**src/rtl/core/ldpc_tbp_pkg.sv**
```systemverilog
// shared constants and types of the ldpc transport block parameter block
package ldpc_tbp_pkg;

    localparam int unsigned MAX_LIFT_INDEX = 50;
    localparam int unsigned NUM_LIFT       = 51;
    localparam int unsigned MAX_BLOCKS     = 511;

    // base graph codes
    localparam logic [1:0] BG_ONE = 2'd1;
    localparam logic [1:0] BG_TWO = 2'd2;

    // base graph selection thresholds
    localparam logic [9:0]  RATE_LOW     = 10'd256;
    localparam logic [9:0]  RATE_MID     = 10'd686;
    localparam logic [20:0] TB_SMALL     = 21'd292;
    localparam logic [20:0] TB_MID       = 21'd3824;
    localparam logic [20:0] CRC_BITS     = 21'd24;
    localparam logic [13:0] KCB_BG2      = 14'd3816;
    localparam logic [13:0] KCB_BG1      = 14'd8424;
    localparam logic [4:0]  COLS_BG1     = 5'd22;
    localparam logic [4:0]  COLS_BG2     = 5'd10;

    // block count by reciprocal: (tb+crc)/8 times m, shifted right by 30 (bg1) or 28 (bg2)
    localparam logic [19:0] RECIP_BG1    = 20'd1019698;   // 2^30 / 1053 rounded up
    localparam logic [19:0] RECIP_BG2    = 20'd562758;    // 2^28 / 477 rounded up

    // nr lifting sizes
    localparam logic [8:0] LIFT_Z [NUM_LIFT] = '{
        9'd2, 9'd3, 9'd4, 9'd5, 9'd6, 9'd7, 9'd8, 9'd9, 9'd10, 9'd11, 9'd12, 9'd13,
        9'd14, 9'd15, 9'd16, 9'd18, 9'd20, 9'd22, 9'd24, 9'd26, 9'd28, 9'd30, 9'd32,
        9'd36, 9'd40, 9'd44, 9'd48, 9'd52, 9'd56, 9'd60, 9'd64,
        9'd72, 9'd80, 9'd88, 9'd96, 9'd104, 9'd112, 9'd120, 9'd128,
        9'd144, 9'd160, 9'd176, 9'd192, 9'd208, 9'd224, 9'd240, 9'd256,
        9'd288, 9'd320, 9'd352, 9'd384
    };

    localparam int unsigned DIV_W = 32;

endpackage

```
**src/rtl/core/ldpc_tbp_div.sv**
```systemverilog
// pipelined restoring divider, one quotient bit per stage, with side payload
module ldpc_tbp_div #(
    parameter int unsigned NUM_W  = ldpc_tbp_pkg::DIV_W,
    parameter int unsigned DEN_W  = 9,
    parameter int unsigned SIDE_W = 1
) (
    input  logic              i_clk,
    input  logic              i_rst_n,
    input  logic              i_en,
    input  logic              i_valid,
    input  logic [NUM_W-1:0]  i_num,
    input  logic [DEN_W-1:0]  i_den,
    input  logic [SIDE_W-1:0] i_side,
    output logic              o_valid,
    output logic [NUM_W-1:0]  o_quot,
    output logic [DEN_W-1:0]  o_rem,
    output logic [SIDE_W-1:0] o_side
);

    // index 0 is the input, index s+1 the register of stage s
    logic              a_vld  [NUM_W+1];
    logic [NUM_W-1:0]  a_num  [NUM_W+1];
    logic [DEN_W-1:0]  a_rem  [NUM_W+1];
    logic [DEN_W-1:0]  a_den  [NUM_W+1];
    logic [SIDE_W-1:0] a_side [NUM_W+1];

    logic              r_vld  [NUM_W];
    logic [NUM_W-1:0]  r_num  [NUM_W];
    logic [DEN_W-1:0]  r_rem  [NUM_W];
    logic [DEN_W-1:0]  r_den  [NUM_W];
    logic [SIDE_W-1:0] r_side [NUM_W];

    assign a_vld[0]  = i_valid;
    assign a_num[0]  = i_num;
    assign a_rem[0]  = '0;
    assign a_den[0]  = i_den;
    assign a_side[0] = i_side;

    for (genvar s = 0; s < NUM_W; s++) begin : g_stage
        logic [DEN_W:0] n_trial;
        logic [DEN_W:0] n_diff;
        logic           n_ge;

        assign n_trial = {a_rem[s], a_num[s][NUM_W-1]};
        assign n_ge    = n_trial >= {1'b0, a_den[s]};
        assign n_diff  = n_trial - {1'b0, a_den[s]};

        always_ff @(posedge i_clk) begin
            if (!i_rst_n) begin
                r_vld[s] <= 1'b0;
            end else if (i_en) begin
                r_vld[s] <= a_vld[s];
            end
        end

        always_ff @(posedge i_clk) begin
            if (i_en) begin
                r_num[s]  <= {a_num[s][NUM_W-2:0], n_ge};
                r_rem[s]  <= n_ge ? n_diff[DEN_W-1:0] : n_trial[DEN_W-1:0];
                r_den[s]  <= a_den[s];
                r_side[s] <= a_side[s];
            end
        end

        assign a_vld[s+1]  = r_vld[s];
        assign a_num[s+1]  = r_num[s];
        assign a_rem[s+1]  = r_rem[s];
        assign a_den[s+1]  = r_den[s];
        assign a_side[s+1] = r_side[s];
    end

    assign o_valid = a_vld[NUM_W];
    assign o_quot  = a_num[NUM_W];
    assign o_rem   = a_rem[NUM_W];
    assign o_side  = a_side[NUM_W];

endmodule

```
**config.mk**
```make
export PLATFORM = sky130hd
export DESIGN_NAME = ldpc_tbp_div
export DESIGN_NICKNAME = d
export VERILOG_FILES = /design/src/rtl/core/ldpc_tbp_pkg.sv /design/src/rtl/core/ldpc_tbp_div.sv
export SDC_FILE = /design/constraint.sdc
export NUM_CORES = 2
export LEC_CHECK = 0
export BUFFER_PORTS_ARGS = -buffer_cell sky130_fd_sc_hd__clkbuf_2
export CAP_MARGIN = 5
export CELL_PAD_IN_SITES_DETAIL_PLACEMENT = 1
export CELL_PAD_IN_SITES_GLOBAL_PLACEMENT = 2
export CORE_MARGIN = 5
export CORE_UTILIZATION = 35
export CTS_BUF_LIST = sky130_fd_sc_hd__clkbuf_2 sky130_fd_sc_hd__clkbuf_4 sky130_fd_sc_hd__clkbuf_8
export CTS_CLUSTER_DIAMETER = 80
export DETAILED_ROUTE_END_ITERATION = 10
export PLACE_DENSITY = 0.74
export SLEW_MARGIN = 0
export SYNTH_ARGS = -nofsm -noshare
export SYNTH_HDL_FRONTEND = slang
export SYNTH_SLANG_ARGS = --single-unit
```
**constraint.sdc**
```tcl
create_clock -name i_clk -period 2.37 [get_ports i_clk]
set_input_delay 0 -clock i_clk [delete_from_list [all_inputs] [get_ports i_clk]]
set_output_delay 0 -clock i_clk [all_outputs]
set_load 0.005 [all_outputs]
```
==> Yosys cells after proc, flatten, opt, wreduce, memory -nomap -nowiden <==
Memory sizes are Yosys's and may differ from the RTL's.
Index checks and enable logic that the tools add are counted.
W data, S select, Z words.
{ "op_classes": {"add_sub_neg": 32, "magnitude_cmp": 32, "n_mux": 69, "n_bitwise": 32} }
{ "ops": {"columns": ["cell", "count"], "rows": [
  ["$ge A10 B9 Y1", 31],
  ["$mux W9", 32],
  ["$sub A9 B9 Y9", 31],
  ["$mux W1", 37],
  ["$or A1 B1 Y1", 32],
  ["$ge A1 B9 Y1", 1],
  ["$sub A1 B9 Y9", 1]
]} }
{ "totals": {"register_bits": 0, "mem_bits_rw": 1664, "in_bits": 46, "out_inout_bits": 43, "word_cells": 170, "mem_count": 5} }
{ "mem_list": {"columns": ["name", "depth", "word_bits", "read_ports", "rd_clocked_by_memory_dff", "write_ports", "line", "text"], "rows": [
  ["r_num", 32, 32, 32, 0, 32, "ldpc_tbp_div.sv:28", "logic [NUM_W-1:0] r_num [NUM_W];"],
  ["r_den", 32, 9, 31, 0, 32, "ldpc_tbp_div.sv:30", "logic [DEN_W-1:0] r_den [NUM_W];"],
  ["r_rem", 32, 9, 32, 0, 32, "ldpc_tbp_div.sv:29", "logic [DEN_W-1:0] r_rem [NUM_W];"],
  ["r_side", 32, 1, 32, 0, 32, "ldpc_tbp_div.sv:31", "logic [SIDE_W-1:0] r_side [NUM_W];"],
  ["r_vld", 32, 1, 32, 0, 32, "ldpc_tbp_div.sv:27", "logic r_vld [NUM_W];"]
]} }

==> Depth between registers and ports, before layout <==
{ "depth": {"depth_word": 4, "depth_mapped": 10, "mapped_depth_nobuf": 10} }

==> Least setup slack after synthesis <==
Ideal clock, no wire load.
{ "synth_timing": {"path_kind": "register -> register", "from": "mem r_num[0][31] in the netlist's numbering", "to": "mem r_rem[1][1] (data pin)", "setup_ps": 260, "t_arrival_ps": 2350, "required_time_ps": 2110, "path_slack_ps": -240, "path_stages_with_launch": 11, "synth_period_minus_slack_ps": 2610, "cell_sequence": "edfxtp_1 > inv_1 > ha_1 > inv_1 > fa_1 > a21o_1 > a221oi_2 > a21oi_2 > or2_1 > buf_6 > mux2_4"} }
{ "synth_rtl": {"columns": ["item", "line"], "rows": [
  ["from (decl)", "ldpc_tbp_div.sv:28"],
  ["to (decl)", "ldpc_tbp_div.sv:29"]
]} }

==> flow_summary.yaml <==
clock_tree:
  clk_pin_slew_ns: 0.05
  cts.sinks: 1655
  cts_tree: "done"
  clock_latency_ns: 0.95
  root_buffer: "clkbuf_8"
  numCtsBuffers: 305
  cts_max_path_buffers: 4
  htreeDepth: 5
logic_synthesis:
  syn_area_mm2: 0.06653
  synth_cell_types: 72
  synth_edf_count: 1654
  async_flop_share_pct: 0
  synthesis.nets: 4289
  seq_area_frac_synth_pct: 74.68
  syn_area_per_cell_um2: 16.92
  ys_ff_latch: 1655
  yosys_warnings: 0
  syn_inst: 3931
  synth_ff_type: "edfxtp_1"
pwr:
  power.share.sequential_pct: 42.1
  switching_power_mw: 27.70
  max-vdd-ir-drop_uv: 461.6
  power_density_mw_per_mm2: 1157
  intPower_mw: 67.73
  swShare_pct: 29.02
  leakage_nw: 31.44
  clock_power_share_pct: 26.9
  combPwrFrac_pct: 31.0
timing:
  fmax_mhz: 385.9
  whs_ns: 0.1370
  tightest_slew_ns: 0.7725
  hold_violations: 0
  fin_crit_ns: 2.591
  finalSetupViolations: 94
  relSlewSlack_pct: 48.45
  fin_crit_sh_pct: 109.3
  slew_violations: 0
  setup_tns_ns: -6.597
  fin_skew_ns: 0.05474
  fin_ws_ns: -0.2214
  rsz0062_at_grt: "yes"
grt:
  grt_pass1_vias: 38400
  antenna_found_initial: 2
  grt_max_degree: 113
  track_usage_pct: 12.26
  overflow: 0
  grt_pass1_wl_mm: 198.4
die:
  start_util_pct: 35.09
  dieArea_mm2: 0.1989
  die_h_um: 446.0
  fp.coreArea_mm2: 0.1896
  die_w_um: 446.0
  std_cell_rows: 160
  ios: 89
setup_path:
  cp-start-kind: "flip-flop"
  required_ns: 3.07
  crit_type: "reg -> reg"
  arrival_ns: 3.29
  crit_path_end_kind: "flip-flop"
  crit_fanout: 2
cells_and_area:
  synthToLayoutAreaGrowth_pct: 23.93
  n_fill_cell: 18710
  drive_gt1_share_pct: 31.62
  layout_common_cells: "edfxtp_1, buf_4, inv_1"
  final_nets: 5247
  final_common_cell: "edfxtp_1"
  fin_util_pct: 43.49
route:
  wl_mm: 123.0
  wl_per_cell_um: 16.19
  viasPerCell: 4.627
  vias: 35150
  drc: 0
  drtAntennaViolNets: 0
  drt_iter0_markers: 1603
  drt_pass1_iterations: 5
placed_design:
  dp_hpwl_mm: 78.69
  port_buffers: 88
  place_congestion: 0.8112
  dp_slack_ns: -0.2748
run_status:
  violations: "setup timing"
  status: "complete, but fails checks"
flow_run:
  maxCapViolCount: 0
hold_path:
  hp-class: "in -> reg"
==> logic make-up (layout without fill, tap and decap cells) <==
group,count (synthesis),after routing,synth area share (%)
buffers and inverters,449,1592,2.851
adder cells (fa/ha/maj),312,312,6.217
AND/OR/NAND/NOR,551,552,4.192
flip-flops,1655,1655,74.68
XOR/XNOR,153,153,2.014
AO/OA/AOI/OAI,607,615,6.456
multiplexers,204,204,3.585
other,0,3,0
==> sequential cells by signal (all words and copies together), names as in the netlist <==
signal,count
r_num,1024
r_rem,288
r_den,279
r_side,32
r_vld,32
==> through the flow <==
step	power (mW)	instance area, um^2	instances
after floorplan	57.03	66620	3931
after global placement	65.11	73170	6882
after detailed placement	66.01	73170	6882
after CTS	94.63	80920	7538
after global routing	101.4	82450	7597
final	95.42	82450	7597
==> power groups by stage <==
stage | Combinational, mW | Sequential [mW] | Clock [mW]
after floorplan | 17.4 | 39.6 | 0
after global placement | 24.5 | 40.7 | 0
after detailed placement | 25.3 | 40.7 | 0
after CTS | 27.5 | 40.2 | 26.9
after global routing | 32.5 | 40.6 | 28.4
final | 29.6 | 40.2 | 25.7
==> cell usage after synthesis, types with 24 or more instances <==
library cell	count	area, um^2
edfxtp_1	1654	49670
buf_4	43	322.8
ha_1	281	3516
fa_1	31	620.6
a21oi_1	155	775.7
o211ai_1	24	180.2
o21a_1	27	202.7
nand2_1	81	304.0
nor2_1	140	525.5
xor2_1	48	420.4
inv_1	373	1400
xnor2_1	105	919.6
o21ai_0	87	435.4
nand3_1	111	555.5
a21o_1	71	533.0
a31oi_1	25	156.4
mux2_2	146	1644
nor2b_1	39	244.0
and3_1	59	369.1
mux2_4	31	465.5
nor3_1	42	210.2
==> per-layer routing <==
metal / share of wire [%] / wire [um] / GRT usage, %
met1: 42 / 51620 / 14.72
met2: 51 / 62330 / 21.27
met3: 3.6 / 4407 / 2.655
met4: 3.8 / 4660 / 5.340
met5: 0 / 0 / 0
==> path summary, 6_finish.rpt <==
path                            cells past startpoint  slack (ns)         start             to
worst max register to register                     10       -0.22  r_num[0][31]    r_rem[1][8]
worst max-delay path                               10       -0.22  r_num[0][31]    r_rem[1][8]
worst min register to register                      0        0.38  r_num[27][9]  r_num[28][10]
worst min-delay path                                2        0.14          i_en   r_num[0][14]
==> what timing repair did <==
action / 4_1_cts / 5_1_grt
endpoints found under the hold margin: 1616 / 0
setup buffers: 61 / 63
hold buffers: 91 / 0
pin swaps: 83 / 109
endpoints found under the setup margin: 269 / 266
gates cloned: 6 / 3
gates resized for setup: 201 / 276
==> critical path: stages (launching register included) <==
cell	delay [ns]
edfxtp_1	0.41
inv_2	0.09
ha_4	0.14
inv_2	0.04
fa_2	0.34
a21o_1	0.22
a221oi_2	0.34
buf_4	0.18
nor2_2	0.03
or4_1	0.38
and3_1	0.18
==> final cells by class <==
cell class              instances  area, um^2  share of cell area [%]
clock inverters               109       720.7                  0.8741
diodes                          3       7.507                0.009105
repair buffers                715        5821                   7.060
clock buffers                 392        4907                   5.952
flip-flops and latches       1655       49690                   60.26
well taps                    2511        3142                   3.810
multi-input cells            1836       16740                   20.30
inverters                     376        1426                   1.730
No activity file was read; power rests on OpenSTA's default activity.
